[src/rtl/rcmd_pkg.sv]
`timescale 1ns / 1ps
package rcmd_pkg;

  localparam int unsigned IdW     = 11;
  localparam int unsigned ByteW   = 8;
  localparam int unsigned PosW    = 7;
  localparam int unsigned CycW    = 32;
  localparam int unsigned StatusW = 24;
  localparam int unsigned FlagW   = 4;

  localparam logic [IdW-1:0] IdControl = 11'h500;
  localparam logic [IdW-1:0] IdHeader  = 11'h501;
  localparam logic [IdW-1:0] IdParam   = 11'h3F2;
  localparam logic [IdW-1:0] IdTrackLo = 11'h510;
  localparam logic [IdW-1:0] IdTrackHi = 11'h5FF;
  localparam logic [IdW-1:0] IdDiagLo  = 11'h700;
  localparam logic [IdW-1:0] IdDiagHi  = 11'h7C0;

  localparam logic [7:0] ScanLimitReset = 8'd60;
  localparam logic [6:0] SavedLimitReset = 7'd0;
  localparam logic [7:0] CanMaskReset   = 8'hFF;

  // Fault flag bit positions
  localparam int unsigned FlagCan   = 0;
  localparam int unsigned FlagObjs  = 1;
  localparam int unsigned FlagScan  = 2;
  localparam int unsigned FlagCycle = 3;

  typedef enum logic [2:0] {
    KIND_CONTROL = 3'd0,
    KIND_HEADER  = 3'd1,
    KIND_TRACK   = 3'd2,
    KIND_PARAM   = 3'd3,
    KIND_DIAG    = 3'd4,
    KIND_UNKNOWN = 3'd5
  } frame_kind_e;

  typedef enum logic [1:0] {
    CFG_SCAN_TIME_LIMIT    = 2'd0,
    CFG_SAVED_OBJECT_LIMIT = 2'd1,
    CFG_CAN_FAULT_MASK     = 2'd2
  } cfg_index_e;

  typedef struct packed {
    logic [IdW-1:0]          frame_id;
    logic [7:0][ByteW-1:0]   data;      // data[k] is byte k
  } frame_t;

  typedef struct packed {
    logic [7:0] scan_time_limit;
    logic [6:0] saved_object_limit;
    logic [7:0] can_status_fault_mask;
  } cfg_t;

  typedef struct packed {
    logic [CycW-1:0] cycle_count;    // last latched header count
    logic [PosW-1:0] list_position;  // slot the next track takes
  } list_state_t;

  typedef struct packed {
    logic            header;
    logic            track;
    logic [CycW-1:0] cycle_count;
  } list_update_t;

  typedef struct packed {
    frame_kind_e        frame_kind;
    logic [5:0]         object_id;
    logic signed [13:0] x_range;
    logic signed [13:0] y_range;
    logic signed [10:0] x_velocity;
    logic signed [10:0] y_velocity;
    logic [7:0]         object_length;
    logic [PosW-1:0]    list_position;
    logic [CycW-1:0]    cycle_count;
    logic [CycW-1:0]    header_word;
    logic [StatusW-1:0] status_word;
    logic [FlagW-1:0]   fault_flags;
  } result_t;

endpackage

[src/rtl/radar_can_message_decoder.sv]
`timescale 1ns / 1ps
// Radar CAN frame decoder. Each transfer on the slave stream carries one CAN
// frame (11-bit identifier and eight data bytes) and produces exactly one
// transfer on the master stream that gives the frame's kind on tuser and the
// unpacked fields on tdata. The block takes one frame per clock cycle while the
// output is not stalled; a frame passes through two registers (input register,
// then result register) with a combinational decode between them. s_axis_tready
// follows m_axis_tready combinationally, so a stalled output holds back the
// input only once both registers are full. Header frames restart the track
// list and latch the scan cycle count; track frames take the next list slot,
// saturating at LIST_SLOTS. Write configuration registers only while no frame
// is in flight.
module radar_can_message_decoder
  import rcmd_pkg::*;
#(
  parameter int unsigned LIST_SLOTS = 64
) (
  input  logic         clk_i,
  input  logic         rst_ni,
  // Frame input
  input  logic         s_axis_tvalid,
  output logic         s_axis_tready,
  // [10:0] frame_id, [18:11] byte0, [26:19] byte1, [34:27] byte2,
  // [42:35] byte3, [50:43] byte4, [58:51] byte5, [66:59] byte6,
  // [74:67] byte7, [79:75] zero
  input  logic [79:0]  s_axis_tdata,
  // Decoded result output
  output logic         m_axis_tvalid,
  input  logic         m_axis_tready,
  // [5:0] object_id, [19:6] x_range, [33:20] y_range, [44:34] x_velocity,
  // [55:45] y_velocity, [63:56] object_length, [70:64] list_position,
  // [102:71] cycle_count, [134:103] header_word, [158:135] status_word,
  // [162:159] fault_flags, [167:163] zero
  output logic [167:0] m_axis_tdata,
  // [2:0] frame_kind
  output logic [2:0]   m_axis_tuser,
  // Configuration writes
  input  logic         cfg_valid_i,
  output logic         cfg_ready_o,
  input  logic [1:0]   cfg_index_i,
  input  logic [7:0]   cfg_data_i
);

  logic         in_valid_q, in_valid_d;
  frame_t       in_frame_q;
  logic         out_valid_q, out_valid_d;
  result_t      out_q;
  logic         advance;
  cfg_t         cfg;
  list_state_t  list_state;
  list_update_t list_update;
  result_t      result;
  frame_t       s_frame;

  // Unpack the input stream word into the frame record.
  always_comb begin
    s_frame.frame_id = s_axis_tdata[IdW-1:0];
    for (int k = 0; k < 8; k++) begin
      s_frame.data[k] = s_axis_tdata[IdW + ByteW*k +: ByteW];
    end
  end

  // Advance when the input register holds a frame and the result register is
  // free or being drained this cycle.
  assign advance       = in_valid_q && (!out_valid_q || m_axis_tready);
  assign s_axis_tready = !in_valid_q || advance;

  always_comb begin
    in_valid_d = in_valid_q;
    if (s_axis_tready) begin
      in_valid_d = s_axis_tvalid;
    end
    out_valid_d = out_valid_q;
    if (advance) begin
      out_valid_d = 1'b1;
    end else if (m_axis_tready) begin
      out_valid_d = 1'b0;
    end
  end

  always_ff @(posedge clk_i or negedge rst_ni) begin
    if (!rst_ni) begin
      in_valid_q  <= 1'b0;
      out_valid_q <= 1'b0;
    end else begin
      in_valid_q  <= in_valid_d;
      out_valid_q <= out_valid_d;
    end
  end

  // Payload registers: load on transfer, hold otherwise.
  always_ff @(posedge clk_i) begin
    if (s_axis_tvalid && s_axis_tready) begin
      in_frame_q <= s_frame;
    end
    if (advance) begin
      out_q <= result;
    end
  end

  // Configuration is always accepted; the user writes it only while idle, unenforced here.
  assign cfg_ready_o = 1'b1;

  rcmd_cfg_regs u_cfg_regs (
    .clk_i       (clk_i),
    .rst_ni      (rst_ni),
    .cfg_valid_i (cfg_valid_i),
    .cfg_index_i (cfg_index_i),
    .cfg_data_i  (cfg_data_i),
    .cfg_o       (cfg)
  );

  // List state updates in frame order as each frame leaves the input register.
  rcmd_list_state #(
    .LIST_SLOTS (LIST_SLOTS)
  ) u_list_state (
    .clk_i          (clk_i),
    .rst_ni         (rst_ni),
    .update_valid_i (advance),
    .update_i       (list_update),
    .state_o        (list_state)
  );

  rcmd_decode u_decode (
    .frame_i  (in_frame_q),
    .cfg_i    (cfg),
    .state_i  (list_state),
    .result_o (result),
    .update_o (list_update)
  );

  // Drive the master stream from the result register.
  assign m_axis_tvalid = out_valid_q;
  assign m_axis_tuser  = out_q.frame_kind;
  assign m_axis_tdata  = {5'd0,
                          out_q.fault_flags,
                          out_q.status_word,
                          out_q.header_word,
                          out_q.cycle_count,
                          out_q.list_position,
                          out_q.object_length,
                          out_q.y_velocity,
                          out_q.x_velocity,
                          out_q.y_range,
                          out_q.x_range,
                          out_q.object_id};

endmodule

[src/rtl/rcmd_cfg_regs.sv]
`timescale 1ns / 1ps
module rcmd_cfg_regs
  import rcmd_pkg::*;
(
  input  logic       clk_i,
  input  logic       rst_ni,
  input  logic       cfg_valid_i,
  input  logic [1:0] cfg_index_i,
  input  logic [7:0] cfg_data_i,
  output cfg_t       cfg_o
);

  cfg_t cfg_q, cfg_d;

  always_comb begin
    cfg_d = cfg_q;
    if (cfg_valid_i) begin
      case (cfg_index_i)
        CFG_SCAN_TIME_LIMIT:    cfg_d.scan_time_limit       = cfg_data_i;
        CFG_SAVED_OBJECT_LIMIT: cfg_d.saved_object_limit    = cfg_data_i[6:0];
        CFG_CAN_FAULT_MASK:     cfg_d.can_status_fault_mask = cfg_data_i;
        default:                cfg_d = cfg_q;  // drop writes to unused indexes
      endcase
    end
  end

  always_ff @(posedge clk_i or negedge rst_ni) begin
    if (!rst_ni) begin
      cfg_q.scan_time_limit       <= ScanLimitReset;
      cfg_q.saved_object_limit    <= SavedLimitReset;
      cfg_q.can_status_fault_mask <= CanMaskReset;
    end else begin
      cfg_q <= cfg_d;
    end
  end

  assign cfg_o = cfg_q;

endmodule

[src/rtl/rcmd_list_state.sv]
`timescale 1ns / 1ps
module rcmd_list_state
  import rcmd_pkg::*;
#(
  parameter int unsigned LIST_SLOTS = 64
) (
  input  logic         clk_i,
  input  logic         rst_ni,
  input  logic         update_valid_i,
  input  list_update_t update_i,
  output list_state_t  state_o
);

  localparam int unsigned SlotW = $clog2(LIST_SLOTS + 1);
  localparam logic [SlotW-1:0] SlotMax = SlotW'(LIST_SLOTS);

  // Previous and current cycle counts always move together, so one register
  // serves both.
  logic [CycW-1:0]  cycle_q, cycle_d;
  logic [SlotW-1:0] slot_q, slot_d;

  always_comb begin
    cycle_d = cycle_q;
    slot_d  = slot_q;
    if (update_valid_i && update_i.header) begin
      cycle_d = update_i.cycle_count;
      slot_d  = '0;
    end else if (update_valid_i && update_i.track && (slot_q < SlotMax)) begin
      slot_d = slot_q + SlotW'(1);
    end
  end

  always_ff @(posedge clk_i or negedge rst_ni) begin
    if (!rst_ni) begin
      cycle_q <= '0;
      slot_q  <= '0;
    end else begin
      cycle_q <= cycle_d;
      slot_q  <= slot_d;
    end
  end

  assign state_o.cycle_count   = cycle_q;
  assign state_o.list_position = PosW'(slot_q);

endmodule

[src/rtl/rcmd_decode.sv]
`timescale 1ns / 1ps
module rcmd_decode
  import rcmd_pkg::*;
(
  input  frame_t       frame_i,
  input  cfg_t         cfg_i,
  input  list_state_t  state_i,
  output result_t      result_o,
  output list_update_t update_o
);

  logic [7:0][7:0] b;
  logic [CycW-1:0] lo_word, hi_word;
  logic [13:0]     xr, yr;
  logic [10:0]     xv, yv;

  assign b       = frame_i.data;
  assign lo_word = {b[3], b[2], b[1], b[0]};
  assign hi_word = {b[7], b[6], b[5], b[4]};
  assign xr      = {b[1][5:0], b[0]};
  assign yr      = {b[3][3:0], b[2], b[1][7:6]};
  assign xv      = {b[4][6:0], b[3][7:4]};
  assign yv      = {b[6][1:0], b[5], b[4][7]};

  always_comb begin
    result_o             = '0;
    result_o.frame_kind  = KIND_UNKNOWN;
    result_o.cycle_count = state_i.cycle_count;
    update_o             = '0;
    update_o.cycle_count = hi_word;

    if (frame_i.frame_id == IdControl) begin
      result_o.frame_kind           = KIND_CONTROL;
      result_o.header_word          = hi_word;
      result_o.status_word          = {b[1], b[3], b[2]};
      result_o.fault_flags[FlagCan] = |(b[1] & cfg_i.can_status_fault_mask);
    end else if (frame_i.frame_id == IdHeader) begin
      result_o.frame_kind  = KIND_HEADER;
      result_o.header_word = lo_word;
      result_o.cycle_count = hi_word;
      result_o.fault_flags[FlagObjs]  = b[0] > {1'b0, cfg_i.saved_object_limit};
      result_o.fault_flags[FlagScan]  = b[2] >= cfg_i.scan_time_limit;
      // Modulo-2^32 step check against the last latched count
      result_o.fault_flags[FlagCycle] = (hi_word - state_i.cycle_count) != CycW'(1);
      update_o.header = 1'b1;
    end else if (frame_i.frame_id == IdParam) begin
      result_o.frame_kind  = KIND_PARAM;
      result_o.header_word = hi_word;
      result_o.status_word = {8'h00, b[2], b[1]};
    end else if (frame_i.frame_id inside {[IdTrackLo:IdTrackHi]}) begin
      // Offset binary to two's complement: flip the top bit
      result_o.frame_kind    = KIND_TRACK;
      result_o.object_id     = b[7][7:2];
      result_o.x_range       = {~xr[13], xr[12:0]};
      result_o.y_range       = {~yr[13], yr[12:0]};
      result_o.x_velocity    = {~xv[10], xv[9:0]};
      result_o.y_velocity    = {~yv[10], yv[9:0]};
      result_o.object_length = {b[7][1:0], b[6][7:2]};
      result_o.list_position = state_i.list_position;
      update_o.track         = 1'b1;
    end else if (frame_i.frame_id inside {[IdDiagLo:IdDiagHi]}) begin
      result_o.frame_kind = KIND_DIAG;
    end
  end

endmodule

[config.mk]
export PLATFORM = sky130hd
export DESIGN_NAME = radar_can_message_decoder
export DESIGN_NICKNAME = d
export VERILOG_FILES = /design/src/rtl/rcmd_pkg.sv /design/src/rtl/radar_can_message_decoder.sv /design/src/rtl/rcmd_cfg_regs.sv /design/src/rtl/rcmd_list_state.sv /design/src/rtl/rcmd_decode.sv
export SDC_FILE = /design/constraint.sdc
export NUM_CORES = 1
export LEC_CHECK = 0
export ABC_AREA = 1
export ABC_CLOCK_PERIOD_IN_PS = 4170
export BUFFER_PORTS_ARGS = -buffer_cell sky130_fd_sc_hd__clkbuf_2
export CELL_PAD_IN_SITES_DETAIL_PLACEMENT = 1
export CELL_PAD_IN_SITES_GLOBAL_PLACEMENT = 2
export CORE_ASPECT_RATIO = 0.5
export CORE_MARGIN = 2
export CORE_UTILIZATION = 31
export CTS_CLUSTER_SIZE = 20
export DETAILED_ROUTE_END_ITERATION = 16
export GPL_ROUTABILITY_DRIVEN = 0
export PLACE_DENSITY_LB_ADDON = 0.1
export SLEW_MARGIN = 20
export SYNTH_ARGS = -nofsm -noshare
export SYNTH_HDL_FRONTEND = slang
export SYNTH_SLANG_ARGS = --single-unit
export TNS_END_PERCENT = 30
[constraint.sdc]
create_clock -name clk_i -period 4.17 [get_ports clk_i]
set_input_delay 0.6255 -clock clk_i [delete_from_list [all_inputs] [get_ports clk_i]]
set_output_delay 0.6255 -clock clk_i [all_outputs]
set_load 0.05 [all_outputs]
==> results.yml, run 1 <==
logic_synthesis:
  synth_edf_count: 241
  netlist_area_um2: 14300
  synth.distinct_cells: 38
  postSynthRegisterBits: 305
  async_flop_share_pct: 21.0
  yosysWarnings: 0
  ys.flop_type: "edfxtp_1"
  syn_inst: 1480
  ys_seq_area_share_pct: 61.8
  avgSynthCellArea_um2: 9.67
finish:
  layout_commonest_cell: "nand2_1"
  drive_gt1_share_pct: 20.6
  area_growth_pct: 20.4
  post-route-util_pct: 38.0
  final_cell_mix: "nand2_1, inv_1, clkbuf_2"
  layout.nets: 1887
power_and_ir_drop:
  total_power_mw: 7.82
  p_leak_nw: 8.19
  p_per_area_nw_per_um2: 453
  vdd_drop_max_mv: 0.269
sta:
  finalSetupTns_ps: 0
  skew_ps: 6.90
  rsz0062_at_grt: "false"
  relSlewSlack_pct: 26.8
  period_minus_slack_ps: 2920
  period_share_pct: 70.0
  finalSetupViolations: 0
  hold_viol: 0
  worst_pin_slew_ps: 1100
  timing.final.max_slew_violations: 0
  timing.hold.ws_ps: 183
  max_freq_ghz: 0.343
clocking:
  htreeDepth: 1
  ctsResizeCount: 0
  clock_path_buffers: 3
  clk_pin_slew_ps: 60
  post_cts_buffers: 0
  cts-root-buf: "clkbuf_16"
  numCtsBuffers: 30
  holdBufCountCts: 0
  cts_sinks: 305
  insertion_delay_ps: 560
  cts_tree: "done"
floorplanning:
  ios: 269
  rows: 55
  start_util_pct: 31.5
  die_area_um2: 48000
  die-width_um: 308
  die_h_um: 156
  coreArea_um2: 45400
critical_path:
  crit_path_cell_trace: "nor2_1 > inv_1 > nor4_1 > inv_1 > nor2_1 > inv_2 > nand2_1 > clkinv_1 > o22ai_1"
  critical_path_peak_fanout: 32
  slowest_stage: "clkinv_1"
  critPathLaunch: "in_frame_q[69]"
  r2r-end: "m_axis_tdata[131]"
  worst_setup_path_end_kind: "flop"
  worstSetupPathType: "reg2reg"
  cpPeakStageDelay_ps: 780
  cp-endpoint: "m_axis_tdata[131]"
  r2r_cells: 9
  arrival_ps: 3270
  crit_required_ps: 4520
  r2r_start: "in_frame_q[69]"
  cp-start-kind: "flop"
  r2r_slack_ps: 1250
route:
  wl_per_cell_um: 19.3
  post_drt_via_cell_ratio: 4.60
  wirelength_mm: 45.7
  drt_iter0_drc: 642
  ant_nets: 0
  firstDrtPassIters: 5
  via_count: 10900
  drcViolationCount: 0
outcome:
  status: "complete, no violations"
placement:
  io_buffers: 257
  dp_hpwl_mm: 35.8
global_route:
  overflow: 0
  grt_first_pass_wirelength_mm: 69.2
  antenna_found_initial: 2
  grt_pass1_vias: 11400
  grt_usage_pct: 19.0
  grt_max_degree: 110
min_path:
  min_path_type: "in2async"
flow_run:
  max_cap_violations: 0
[where the power goes]
group | switching, mW | internal (mW) | leakage, nW | total (mW)
clock network | 1.16 | 1.52 | 0.475 | 2.68
logic | 1.12 | 0.271 | 4.80 | 1.39
registers | 0.120 | 3.62 | 2.92 | 3.74
[flip-flops by register name, summed over array words and instances, names as in the netlist]
signal                count
u_list_state.cycle_q     32
in_valid_q                1
m_axis_tvalid             1
u_list_state.slot_q       7
m_axis_tuser              3
u_cfg_regs.cfg_o         23
in_frame_q               75
m_axis_tdata            163
[logic make-up after synthesis]
family | synth area share (%)
compound gates | 6.84
fa+ha+maj | 4.25
xor+xnor | 0.551
buf+inv | 8.62
flops | 61.8
other cells | 0.0524
simple gates | 17.9
[critical path, delay by kind of cell, from the launching register on]
family	cells	cell delay, ps
and+or+nand+nor	4	670
buffers and inverters	4	1200
AOI/OAI and AO/OA	1	420
DFF	1	400
[layer usage]
layer | track usage, % | wire length (um)
met5 | 0 | 0
met1 | 26.8 | 22100
met3 | 2.00 | 1230
met4 | 3.67 | 731
met2 | 31.9 | 21600
[area by class of cell]
cell class | count | area (um^2)
fill | 5301 | 28200
sequential | 305 | 8850
multi-input combinational | 862 | 4250
timing repair buffer | 266 | 1370
inverter | 279 | 1050
clock buffer | 41 | 833
tap | 598 | 748
clock inverter | 15 | 129
antenna | 2 | 5.00
[cell usage after synthesis, drive strengths merged (7+ instances only)]
library cell / count / area, um^2
a21oi: 29 / 145
o22ai: 50 / 313
nor2: 151 / 604
ha: 47 / 588
xor2: 7 / 61.3
edfxtp: 241 / 7240
nand4: 14 / 87.6
inv: 279 / 1050
dfstp: 12 / 315
nand2: 389 / 1490
buf: 20 / 119
dfrtp: 52 / 1300
o21ai: 92 / 460
clkbuf: 18 / 68.8
nand3: 43 / 215
nor3: 13 / 90.1
[worst min path at each step]
stage | from | endpoint | slack, ps | cells after the start
after global routing | s_axis_tdata[22] | in_frame_q[11] | 210 | 1
after detailed placement | u_cfg_regs.cfg_o[13] | u_cfg_regs.cfg_o[13] | 480 | 2
after global placement | u_cfg_regs.cfg_o[5] | u_cfg_regs.cfg_o[5] | 480 | 2
after floorplan | rst_ni | in_valid_q | 330 | 0
after CTS | rst_ni | in_valid_q | 190 | 1
final | rst_ni | in_valid_q | 180 | 1
[through the flow]
stage / cells / instance area, um^2 / worst slack [ps]
2_1_floorplan: 1484 / 14300 / 285
3_3_place_gp: 2310 / 16300 / 1290
3_5_place_dp: 2310 / 16300 / 1240
4_1_cts: 2366 / 17200 / 1240
5_1_grt: 2368 / 17200 / 849
6_report: 2368 / 17200 / 1250
(Power assumes the default switching activity.)
==> run 2, diff against run 1 <==
--- a/config.mk
+++ b/config.mk
@@ -6,7 +6,7 @@
 export NUM_CORES = 1
 export LEC_CHECK = 0
 export ABC_AREA = 1
-export ABC_CLOCK_PERIOD_IN_PS = 4170
+export ABC_CLOCK_PERIOD_IN_PS = 2550
 export BUFFER_PORTS_ARGS = -buffer_cell sky130_fd_sc_hd__clkbuf_2
 export CELL_PAD_IN_SITES_DETAIL_PLACEMENT = 1
 export CELL_PAD_IN_SITES_GLOBAL_PLACEMENT = 2
==> constraint.sdc (replaced) <==
create_clock -name clk_i -period 2.55 [get_ports clk_i]
set_input_delay 0.3825 -clock clk_i [delete_from_list [all_inputs] [get_ports clk_i]]
set_output_delay 0.3825 -clock clk_i [all_outputs]
set_load 0.05 [all_outputs]
==> run 2 against run 1 <==
- clock-buffer cell count is 2 higher
- setup slack worse by 1200 ps
- die area stayed put
- clock skew hardly changed
- sequential power is 63% higher
- combinational power is 89% higher
- final cell count is 7.9% higher
- wire length is 4.8% higher
- global-route usage is 0.79 points higher
- via count is 6.1% higher
- total power is 68% higher
- flip-flop and latch count stayed put
- largest cell class unchanged
==> results.yml, run 2 (synthesis gave the netlist of run 1 again) <==
finish:
  largest_reg_flops: 163
  fin_cells: 2554
  layout.nets: 2075
  antennaDiodeCount: 0
  layout_commonest_cell: "nand2_1"
  final_cell_mix: "nand2_1, inv_1, clkbuf_2"
  area_growth_pct: 36.3
  multi_input_area_um2: 4850
  fillers: 5243
  drive_gt1_share_pct: 29.2
  ff_latch_area_um2: 8850
floorplanning:
  ios: 269
  die-width_um: 308
  start_util_pct: 31.5
  coreArea_um2: 45400
  rows: 55
  die_area_um2: 48000
  die_h_um: 156
sta:
  relSlewSlack_pct: 30.3
  max_freq_ghz: 0.398
  hold_viol: 0
  rsz0062_at_grt: "true"
  finalSetupViolations: 0
  timing.final.max_slew_violations: 0
  worst_pin_slew_ps: 1050
  skew_ps: 6.75
  worst_slack_ps: 36.5
  period_minus_slack_ps: 2510
  period_share_pct: 98.6
global_route:
  grt_max_degree: 76
  overflow: 0
  grt_first_pass_wirelength_mm: 72.2
  grt_pass1_vias: 12100
  busiest_layer: "met2"
  met1_usage_pct: 28.0
  globalRouteMet3Util_pct: 2.17
  use_met2_pct: 32.3
  grt_usage_pct: 19.8
  antenna_found_initial: 0
route:
  drcViolationCount: 0
  firstDrtPassIters: 7
  via_count: 11600
  ant_nets: 0
  wirelength_mm: 47.9
  drt_iter0_drc: 798
  wl_per_cell_um: 18.8
  post_drt_via_cell_ratio: 4.53
critical_path:
  critical_path_peak_fanout: 3
  cp_common_cell: "nand2_2"
  cp-start-kind: "flop"
  slowest_stage: "edfxtp_1"
  arrival_ps: 2850
  r2r-end: "m_axis_tdata[162]"
  critPathLaunch: "in_frame_q[38]"
  r2r_cells: 16
  r2r_start: "in_frame_q[38]"
  crit_path_cell_trace: "ha_4 > buf_4 > nand2_4 > inv_1 > nand2_1 > nand2_2 > nand2_2 > nand3_4 > buf_4 > xor2_1 > nor2_1 > nand3_1 > nor2_2 > nand3_2 > nand2_2 > inv_2"
  crit_required_ps: 2880
  r2r_slack_ps: 40
  worst_setup_path_end_kind: "flop"
  worstSetupPathType: "reg2reg"
  cp-endpoint: "m_axis_tdata[162]"
  cpPeakStageDelay_ps: 490
clocking:
  clk_pin_slew_ps: 60
  htreeDepth: 1
  cts_sinks: 305
  cts_tree: "done"
  cts-root-buf: "clkbuf_16"
  numCtsBuffers: 30
  clock_path_buffers: 3
  insertion_delay_ps: 570
power_and_ir_drop:
  total_power_mw: 13.1
  p_per_area_nw_per_um2: 673
  vdd_drop_max_mv: 0.446
  p_leak_nw: 9.15
placement:
  dpl_worst_slack_ps: -186
  io_buffers: 257
  dp_hpwl_mm: 36.5
  dp.cells: 2413
min_path:
  min_path_type: "in2reg"
outcome:
  status: "complete, no violations"
flow_run:
  max_cap_violations: 0
## run 2: cell types whose count changed in the layout (fill, tap and decap cells not counted), sizes merged
cell	change
buf	+112
clkbuf	+2
clkinv	-2
clkinvlp	-1
diode	-2
dlygate4sd3	+76
inv	+1
## run 2: where the power goes
group          switching (mW)  internal, mW
logic                    1.93         0.705
clock network            1.93          2.46
registers               0.193          5.92
total                    4.05          9.08
## run 2: worst min path at each step
| stage | cells after the start | from | slack (ps) | to |
|---|---|---|---|---|
| after floorplan | 0 | rst_ni | 90 | in_valid_q |
| after global placement | 1 | rst_ni | 380 | in_valid_q |
| after detailed placement | 1 | rst_ni | 380 | u_list_state.slot_q[0] |
| after CTS | 1 | s_axis_tdata[61] | 3 | in_frame_q[50] |
| after global routing | 3 | s_axis_tvalid | 80 | in_valid_q |
| final | 3 | s_axis_tvalid | 60 | in_valid_q |
## run 2: critical path, delay by kind of cell, from the launching register on
family                     cells  cell delay (ps)
buffers and inverters          4              370
and+or+nand+nor               10              960
DFF                            1              490
xor gates and xnor gates       1              130
adders and majority gates      1              320
## run 2: metal layers
metal	part of all wire (%)	up-vias
met5	0	-
met4	2.6	0
met3	3.0	65
met2	47	164
met1	48	5645
li1	-	5698
## run 2: final cells by class
type,instances,area share [%]
sequential,305,45.4
multi-input combinational,862,24.9
timing repair buffer,454,15.7
inverter,279,5.39
clock buffer,43,4.26
tap,598,3.83
clock inverter,13,0.577
## run 2: through the flow
step,utilization (%),TNS [ps],instance area (um^2),hold WS [ps]
final,43.0,0,19500,56.8
after global routing,43.0,-114,19500,84.1
after CTS,42.0,0,19100,2.70
after detailed placement,37.7,-186,17100,384
after global placement,37.7,-135,17100,377
after floorplan,-,-213840,14300,86.9
## run 2: what timing repair did
item,4_1_cts,5_1_grt
buffers inserted,2,7
pin swaps,3,32
hold buffers,74,2
resized for setup,39,93
endpoints found under the hold margin,89,2
endpoints found under the setup margin,1,1
